==> src/sv/ale_pkg.sv <==
// ale_pkg: shared types and codes of the array list engine
// no dependencies; used by the interfaces, the cell and the top level
`default_nettype none

package ale_pkg;

	// request operations
	localparam logic [2:0] OP_APPEND  = 3'd0;
	localparam logic [2:0] OP_INSERT  = 3'd1;
	localparam logic [2:0] OP_REMOVE  = 3'd2;
	localparam logic [2:0] OP_FIND    = 3'd3;
	localparam logic [2:0] OP_REPLACE = 3'd4;
	localparam logic [2:0] OP_READ    = 3'd5;

	// response status
	localparam logic [1:0] STAT_OK       = 2'd0;
	localparam logic [1:0] STAT_FULL     = 2'd1;
	localparam logic [1:0] STAT_NOTFOUND = 2'd2;
	localparam logic [1:0] STAT_RANGE    = 2'd3;

	typedef struct packed {
		logic [2:0]         op;
		logic signed [31:0] value;
		logic [3:0]         index;
	} req_t;

	typedef struct packed {
		logic [1:0]         status;
		logic [2:0]         found_index;
		logic signed [31:0] read_value;
		logic [3:0]         count;
		logic               is_empty;
		logic               is_full;
	} rsp_t;

	// broadcast controls from the sequencer to every cell
	typedef struct packed {
		logic capture;
		logic ins;
		logic app;
		logic rem;
		logic rep;
	} cell_ctl_t;

endpackage

`default_nettype wire

==> src/sv/ale_req_if.sv <==
// ale_req_if: request channel of the array list engine
// depends on ale_pkg
`default_nettype none

interface ale_req_if;
	logic          valid;
	logic          ready;
	ale_pkg::req_t data;

	modport source(output valid, output data, input ready);
	modport sink(input valid, input data, output ready);
endinterface

`default_nettype wire

==> src/sv/ale_rsp_if.sv <==
// ale_rsp_if: response channel of the array list engine
// depends on ale_pkg
`default_nettype none

interface ale_rsp_if;
	logic          valid;
	logic          ready;
	ale_pkg::rsp_t data;

	modport source(output valid, output data, input ready);
	modport sink(input valid, input data, output ready);
endinterface

`default_nettype wire

==> src/sv/ale_cell.sv <==
// ale_cell: one list slot, with its compare, read tap and neighbor shift
// depends on ale_pkg
`default_nettype none

module ale_cell #(
	parameter int POS = 0,
	parameter int IW  = 4
) (
	input  logic               clk,
	input  ale_pkg::cell_ctl_t ctl,
	input  logic [31:0]        word,
	input  logic [IW-1:0]      idx,
	input  logic [IW-1:0]      cnt,
	input  logic               ge_pos,
	input  logic [31:0]        prev_word,
	input  logic [31:0]        next_word,
	output logic [31:0]        entry,
	output logic               match,
	output logic [31:0]        rd_word
);

	localparam logic [IW-1:0] POS_V = IW'(POS);

	logic [31:0] entry_q;
	logic [31:0] entry_d;
	logic [31:0] rd_q;
	logic        match_q;

	always_comb begin
		entry_d = entry_q;
		if (ctl.ins) begin
			if (POS_V == idx) begin
				entry_d = word;
			end else if (POS_V > idx) begin
				entry_d = prev_word;
			end
		end
		if (ctl.app && (POS_V == cnt)) begin
			entry_d = word;
		end
		if (ctl.rep && (POS_V == idx)) begin
			entry_d = word;
		end
		if (ctl.rem && ge_pos) begin
			entry_d = next_word;
		end
	end

	always_ff @(posedge clk) begin
		entry_q <= entry_d;
		if (ctl.capture) begin
			match_q <= (POS_V < cnt) && (entry_q == word);
			rd_q    <= ((POS_V == idx) && (POS_V < cnt)) ? entry_q : '0;
		end
	end

	assign entry   = entry_q;
	assign match   = match_q;
	assign rd_word = rd_q;

endmodule

`default_nettype wire

==> src/sv/array_list_engine.sv <==
// array_list_engine: ordered list of 32-bit words held in a row of cells
// depends on ale_pkg, ale_req_if, ale_rsp_if and ale_cell
`default_nettype none

// The list lives in a row of DEPTH cells, one word each. On the accept edge
// every cell compares its word with the request value and taps its word for
// a read, all in parallel. In the following cycle the first match is picked,
// the cells shift up (insert) or down (remove) by taking their neighbor's
// word, or load the new word, and the response beat is registered. The
// response beat is valid from the edge that ends the update cycle, and no
// new request is taken during the update cycle, since the compare-then-update
// pass over the cell row must finish first. A waiting response beat does not
// block the next request once the sink takes it in the same cycle. Entries
// above the count are never reported; found_index and count are cut to their
// port widths when DEPTH exceeds them.

module array_list_engine #(
	parameter int DEPTH = 8
) (
	input  logic       clk,
	input  logic       arst_n,
	ale_req_if.sink    req,
	ale_rsp_if.source  rsp
);

	localparam int CW = $clog2(DEPTH + 1);
	localparam int IW = (CW > 4) ? CW : 4;
	localparam int PW = (DEPTH > 1) ? $clog2(DEPTH) : 1;
	localparam logic [IW-1:0] FULL_V = IW'(DEPTH);

	// sequencer states
	localparam logic [0:0] S_IDLE = 1'b0;
	localparam logic [0:0] S_UPD  = 1'b1;

	logic [0:0]    state_q;
	logic [CW-1:0] cnt_q;
	ale_pkg::req_t req_q;
	ale_pkg::rsp_t rsp_q;
	logic          rsp_valid_q;

	logic          accept;
	logic [IW-1:0] cnt_ext;
	logic [IW-1:0] idx_bus;
	logic [31:0]   word_bus;
	logic          full;

	// cell row wiring
	logic [DEPTH-1:0] match;
	logic [DEPTH-1:0] lowbit;
	logic [DEPTH-1:0] ge_mask;
	logic [31:0]      entry   [DEPTH];
	logic [31:0]      rd_word [DEPTH];

	logic [PW-1:0] first_pos;
	logic [31:0]   rd_or;
	logic          any_match;

	ale_pkg::cell_ctl_t ctl;
	logic [1:0]         status;
	logic [CW-1:0]      cnt_next;
	logic [31:0]        read_val;
	logic [PW-1:0]      found;

	// a request is taken only when the response slot is free by the update cycle
	assign req.ready = (state_q == S_IDLE) && (!rsp_valid_q || rsp.ready);
	assign accept    = req.valid && req.ready;

	assign cnt_ext = IW'(cnt_q);
	assign full    = (cnt_ext == FULL_V);

	// the accept cycle drives the port request, the update cycle the held one
	assign idx_bus  = (state_q == S_UPD) ? IW'(req_q.index) : IW'(req.data.index);
	assign word_bus = (state_q == S_UPD) ? req_q.value : req.data.value;

	// first match and everything at or above it
	assign lowbit    = match & (~match + DEPTH'(1));
	assign ge_mask   = ~(lowbit - DEPTH'(1));
	assign any_match = |match;

	always_comb begin
		first_pos = '0;
		rd_or     = '0;
		for (int i = 0; i < DEPTH; i++) begin
			if (lowbit[i]) begin
				first_pos = first_pos | PW'(i);
			end
			rd_or = rd_or | rd_word[i];
		end
	end

	generate
		for (genvar g = 0; g < DEPTH; g++) begin : g_cell
			logic [31:0] prev_w;
			logic [31:0] next_w;
			if (g == 0) begin : g_first
				assign prev_w = '0;
			end else begin : g_mid_lo
				assign prev_w = entry[g-1];
			end
			if (g == DEPTH - 1) begin : g_last
				assign next_w = '0;
			end else begin : g_mid_hi
				assign next_w = entry[g+1];
			end
			ale_cell #(
				.POS (g),
				.IW  (IW)
			) u_cell (
				.clk       (clk),
				.ctl       (ctl),
				.word      (word_bus),
				.idx       (idx_bus),
				.cnt       (cnt_ext),
				.ge_pos    (ge_mask[g]),
				.prev_word (prev_w),
				.next_word (next_w),
				.entry     (entry[g]),
				.match     (match[g]),
				.rd_word   (rd_word[g])
			);
		end
	endgenerate

	// decode of the held request during the update cycle
	always_comb begin
		ctl         = '0;
		ctl.capture = accept;
		status      = ale_pkg::STAT_OK;
		cnt_next    = cnt_q;
		read_val    = '0;
		found       = '0;
		case (req_q.op)
			ale_pkg::OP_APPEND: begin
				if (full) begin
					status = ale_pkg::STAT_FULL;
				end else begin
					ctl.app  = 1'b1;
					cnt_next = cnt_q + CW'(1);
				end
			end
			ale_pkg::OP_INSERT: begin
				if (full) begin
					status = ale_pkg::STAT_FULL;
				end else if (idx_bus > cnt_ext) begin
					status = ale_pkg::STAT_RANGE;
				end else begin
					ctl.ins  = 1'b1;
					cnt_next = cnt_q + CW'(1);
				end
			end
			ale_pkg::OP_REMOVE: begin
				if (!any_match) begin
					status = ale_pkg::STAT_NOTFOUND;
				end else begin
					ctl.rem  = 1'b1;
					found    = first_pos;
					cnt_next = cnt_q - CW'(1);
				end
			end
			ale_pkg::OP_FIND: begin
				if (!any_match) begin
					status = ale_pkg::STAT_NOTFOUND;
				end else begin
					found = first_pos;
				end
			end
			ale_pkg::OP_REPLACE: begin
				if (idx_bus >= cnt_ext) begin
					status = ale_pkg::STAT_RANGE;
				end else begin
					ctl.rep = 1'b1;
				end
			end
			ale_pkg::OP_READ: begin
				if (idx_bus >= cnt_ext) begin
					status = ale_pkg::STAT_RANGE;
				end else begin
					read_val = rd_or;
				end
			end
			default: begin
				// unused codes leave the list as it is
			end
		endcase
		if (state_q != S_UPD) begin
			ctl.ins  = 1'b0;
			ctl.app  = 1'b0;
			ctl.rem  = 1'b0;
			ctl.rep  = 1'b0;
			cnt_next = cnt_q;
		end
	end

	// control state
	always_ff @(posedge clk or negedge arst_n) begin
		if (!arst_n) begin
			state_q     <= S_IDLE;
			cnt_q       <= '0;
			rsp_valid_q <= 1'b0;
		end else begin
			cnt_q <= cnt_next;
			case (state_q)
				S_IDLE: begin
					if (accept) begin
						state_q <= S_UPD;
					end
					if (rsp.ready) begin
						rsp_valid_q <= 1'b0;
					end
				end
				S_UPD: begin
					state_q     <= S_IDLE;
					rsp_valid_q <= 1'b1;
				end
				default: begin
					state_q <= S_IDLE;
				end
			endcase
		end
	end

	// request hold and response beat
	always_ff @(posedge clk) begin
		if (accept) begin
			req_q <= req.data;
		end
		if (state_q == S_UPD) begin
			rsp_q.status      <= status;
			rsp_q.found_index <= 3'(found);
			rsp_q.read_value  <= read_val;
			rsp_q.count       <= 4'(cnt_next);
			rsp_q.is_empty    <= (cnt_next == '0);
			rsp_q.is_full     <= (IW'(cnt_next) == FULL_V);
		end
	end

	assign rsp.valid = rsp_valid_q;
	assign rsp.data  = rsp_q;

`ifndef SYNTHESIS
	a_upd_gives_rsp: assert property (@(posedge clk) disable iff (!arst_n)
		(state_q == S_UPD) |=> rsp_valid_q)
		else $error("update cycle did not produce a response beat");

	a_busy_no_req: assert property (@(posedge clk) disable iff (!arst_n)
		(state_q == S_UPD) |-> !req.ready)
		else $error("request taken during update");

	a_cnt_bound: assert property (@(posedge clk) disable iff (!arst_n)
		cnt_ext <= FULL_V)
		else $error("entry count above capacity");

	a_first_onehot: assert property (@(posedge clk) disable iff (!arst_n)
		(state_q == S_UPD) |-> $onehot0(lowbit))
		else $error("more than one first match");

	a_find_keeps_cnt: assert property (@(posedge clk) disable iff (!arst_n)
		(state_q == S_UPD && req_q.op == ale_pkg::OP_FIND) |=> $stable(cnt_q))
		else $error("find changed the count");
`endif

endmodule

`default_nettype wire
==> src/flat_wrapper.sv <==
// flat-port wrapper written by rule: the top's interface ports become plain ports
module array_list_engine_flat 
#(
	parameter int DEPTH = 8
)
  (clk, arst_n, req_valid, req_data, req_ready, rsp_valid, rsp_data, rsp_ready);
  ale_req_if req_i ();
  ale_rsp_if rsp_i ();
  input  logic clk;
  input  logic arst_n;
  input wire logic [$bits(req_i.valid)-1:0] req_valid;
  input wire logic [$bits(req_i.data)-1:0] req_data;
  output wire logic [$bits(req_i.ready)-1:0] req_ready;
  output wire logic [$bits(rsp_i.valid)-1:0] rsp_valid;
  output wire logic [$bits(rsp_i.data)-1:0] rsp_data;
  input wire logic [$bits(rsp_i.ready)-1:0] rsp_ready;
  assign req_i.valid = req_valid;
  assign req_i.data = req_data;
  assign req_ready = req_i.ready;
  assign rsp_valid = rsp_i.valid;
  assign rsp_data = rsp_i.data;
  assign rsp_i.ready = rsp_ready;
  array_list_engine #(.DEPTH(DEPTH)) u_core (.clk(clk), .arst_n(arst_n), .req(req_i), .rsp(rsp_i));
endmodule
==> config.mk <==
export PLATFORM = sky130hd
export DESIGN_NAME = array_list_engine_flat
export DESIGN_NICKNAME = d
export VERILOG_FILES = /design/src/sv/ale_pkg.sv /design/src/sv/ale_req_if.sv /design/src/sv/ale_rsp_if.sv /design/src/sv/ale_cell.sv /design/src/sv/array_list_engine.sv /design/src/flat_wrapper.sv
export SDC_FILE = /design/constraint.sdc
export NUM_CORES = 1
export LEC_CHECK = 0
export BUFFER_PORTS_ARGS = -buffer_cell sky130_fd_sc_hd__buf_2
export CAP_MARGIN = 20
export CORE_MARGIN = 10
export CORE_UTILIZATION = 25
export CTS_CLUSTER_DIAMETER = 80
export DETAILED_ROUTE_END_ITERATION = 10
export GPL_TIMING_DRIVEN = 0
export PLACE_DENSITY = 0.44
export SETUP_SLACK_MARGIN = 0.1
export SYNTH_ARGS = -nofsm -noshare
export SYNTH_HDL_FRONTEND = slang
export SYNTH_SLANG_ARGS = --single-unit
==> constraint.sdc <==
create_clock -name clk -period 30 [get_ports clk]
set_input_delay 4.5 -clock clk [delete_from_list [all_inputs] [get_ports clk]]
set_output_delay 4.5 -clock clk [all_outputs]
set_load 0.02 [all_outputs]
==> run metrics <==
status=finished, final reports clean; share of cells above drive strength 1=11.2%; GRT Total Usage=between 10% and 20%; Final Critical Period=9.55 ns; synthesized cell area=between 20000 and 30000 um^2; drt first pass iters=6; Peak VDD IR=around 0.000037 V; Finished Cell Area=around 35000 um^2; Synth cell types=just over 60; fmax=approximately 0.10 GHz; Via-to-Cell Ratio=roughly 5.1; via count=roughly 23k; Area Growth Syn to Fin=17.5%; I/O pin total=~90; most frequent cells after synthesis=edfxtp_1, a21oi_1, and2_1; H-tree depth=3; Setup Buffers After CTS=0; post-synthesis sequential area ratio=59.7%; Critical Path Most Common Cell=buf_2; maximum net fanout on the critical path=4; total die area=134000 um^2; DRT antenna net count=0; fillers=approximately 12k; Port Buf Inserts=87; Hold WS=roughly 0.52 ns; Critical-path top delay cell=a21oi_1; Worst Path Arrival=roughly 5.1 ns; PostCTS Resize Cnt=0; Rows=between 100 and 150; PD cells=just under 70 nW/um^2; worst slew pin tran=roughly 1.1 ns; Max-slew headroom=between 20% and 30%; die height=roughly 370 um; crit-path max cell delay=~0.22 ns; first-pass GRT wire length=180000 um; flops & latches, synth=roughly 600; Reg area=17900 um^2; CTS buffer count=76; DP HPWL=just under 100000 um; largest net degree at the start of global routing=69; CTS tree=yes; worst skew pair latency=0.66 ns; WP data required=25.50 ns; Initial DRC Count=2924; Max Cap Viol=0; initial antenna violation count=8; Hold Path Class=flip-flop to flip-flop; r2r setup slk=24.61 ns; leak pwr=approximately 12 nW; Post-Synthesis Cells=2605; nature of the critical path startpoint=primary input; worst-path cell chain=buf_2 -> inv_1 -> a21oi_1 -> buf_2; die width=between 300 and 400 um; total power=2.37 mW; DR WL/cell=between 20 and 30 um; share of the synthesized area in the top cell type=57.1%; syn avg cell area=11.5 um^2; gpl congestion=just under 1; multi-input logic area=between 10000 and 15000 um^2; Initial Util=25.3%; Primary FF master, synth=edfxtp_1; clk slew on worst S/H paths=around 0.060 ns; routed wire length=about 130000 um; post-synth top area cell=edfxtp_1; Worst setup EP type=output port; Synth Warn #=0; Hold Vio Cnt, Final=0; Fin Setup TNS=0 ns; grt total ovfl=0; DP Area=about 33000 um^2; top-count cell post-synth=edfxtp_1; fin. max-slew vios=0; core area=around 120000 um^2; CTS max path bufs=3; Post-synth EDFFs=570; vias in the first global route=about 22k; Crit Path Class=primary input to output port; Post-synth ARST share=less than 1%; largest cells by area after synthesis=edfxtp_1, xnor2_1, and2_1; period utilisation layout=about a third; syn_nets=~2.7k; clock sink count=608; # DRC=0; post-cts hold buffer count=0; RSZ-0062 raised after global routing=no; Final Setup Violations=0; Worst Clk Skew=0.0345 ns; final core utilization=between 20 and 30%; Final nets=around 2.8k; Root Buffer=clkbuf_16
## area by class of cell
cell class	count	share of cell area, %
flip-flops and latches	608	50.9
multi-input cells	1828	32.4
clock buffers	99	5.88
well taps	1600	5.68
repair buffers	112	2.41
plain buffers	157	1.93
clock inverters	41	0.728
inverters	12	0.128
diodes	3	0.0213
## power by group
group | switching (mW) | internal (mW)
registers | 0.0592 | 1.01
logic | 0.291 | 0.127
clock network | 0.384 | 0.497
total | 0.734 | 1.63
## cells by family (layout without fill, tap and decap cells)
kind of cell,count (synthesis),in the layout,share of synthesized area (%)
other,0,3,0
multiplexers,132,132,5.47
adder cells (fa/ha/maj),8,8,0.334
AO/OA/AOI/OAI,506,506,8.84
XOR/XNOR,258,258,7.54
flip-flops,608,608,59.7
AND/OR/NAND/NOR,924,924,15.7
buffers and inverters,169,421,2.41
## state kept, by name, indices dropped and copies added, names as in the netlist
| signal | flops |
|---|---|
| u_core.g_cell.u_cell.entry | 256 |
| u_core.g_cell.u_cell.rd_word | 256 |
| u_core.req_q | 39 |
| u_core.rsp.valid | 1 |
| u_core.state_q | 1 |
| u_core.cnt_ext | 4 |
| u_core.rsp.data | 43 |
| u_core.g_cell.u_cell.match | 8 |
## through the flow
step | worst slack [ns] | cells
2_1_floorplan | 17.41 | 2605
3_3_place_gp | 13.82 | 4292
3_5_place_dp | 20.44 | 4315
4_1_cts | 20.44 | 4455
5_1_grt | 20.38 | 4457
6_report | 20.45 | 4460
## critical path: cells and delay by family
kind            cells  cell delay [ns]
compound gates      1             0.22
buf+inv             3             0.33
## cells in the final DEF, fill, tap and decap left out, types with 12 or more instances in the layout
master	n
o21ai_0	199
clkbuf_16	78
clkinv_2	17
mux2_2	34
mux2i_1	71
dfxtp_1	32
nand3_1	45
nand4_1	42
buf_2	101
nor4_1	97
buf_1	16
inv_1	12
nand2_1	191
nor2_1	241
mux2i_4	20
xnor2_1	258
edfxtp_1	570
clkinv_1	13
and2_1	260
a21oi_1	270
clkbuf_1	138
## metal layers
metal,vias up,track usage [%],wire (um)
met5,-,0,23
met4,4,6.65,5230
met3,253,4.01,11200
met2,1147,29.7,59300
met1,11400,25.5,56100
li1,9810,-,-
## final timing paths
path,from,to,cells past startpoint
setup / recovery,rsp_ready,req_ready,4
hold / removal,u_core.g_cell[7].u_cell.entry[22],u_core.g_cell[7].u_cell.entry[22],2
setup reg to reg,u_core.state_q,u_core.g_cell[2].u_cell.entry[26],13
hold reg to reg,u_core.g_cell[7].u_cell.entry[22],u_core.g_cell[7].u_cell.entry[22],2
max in group asynchronous,arst_n,u_core.state_q,1
min in group asynchronous,arst_n,u_core.state_q,1
Power figures use the tool's default switching activity.
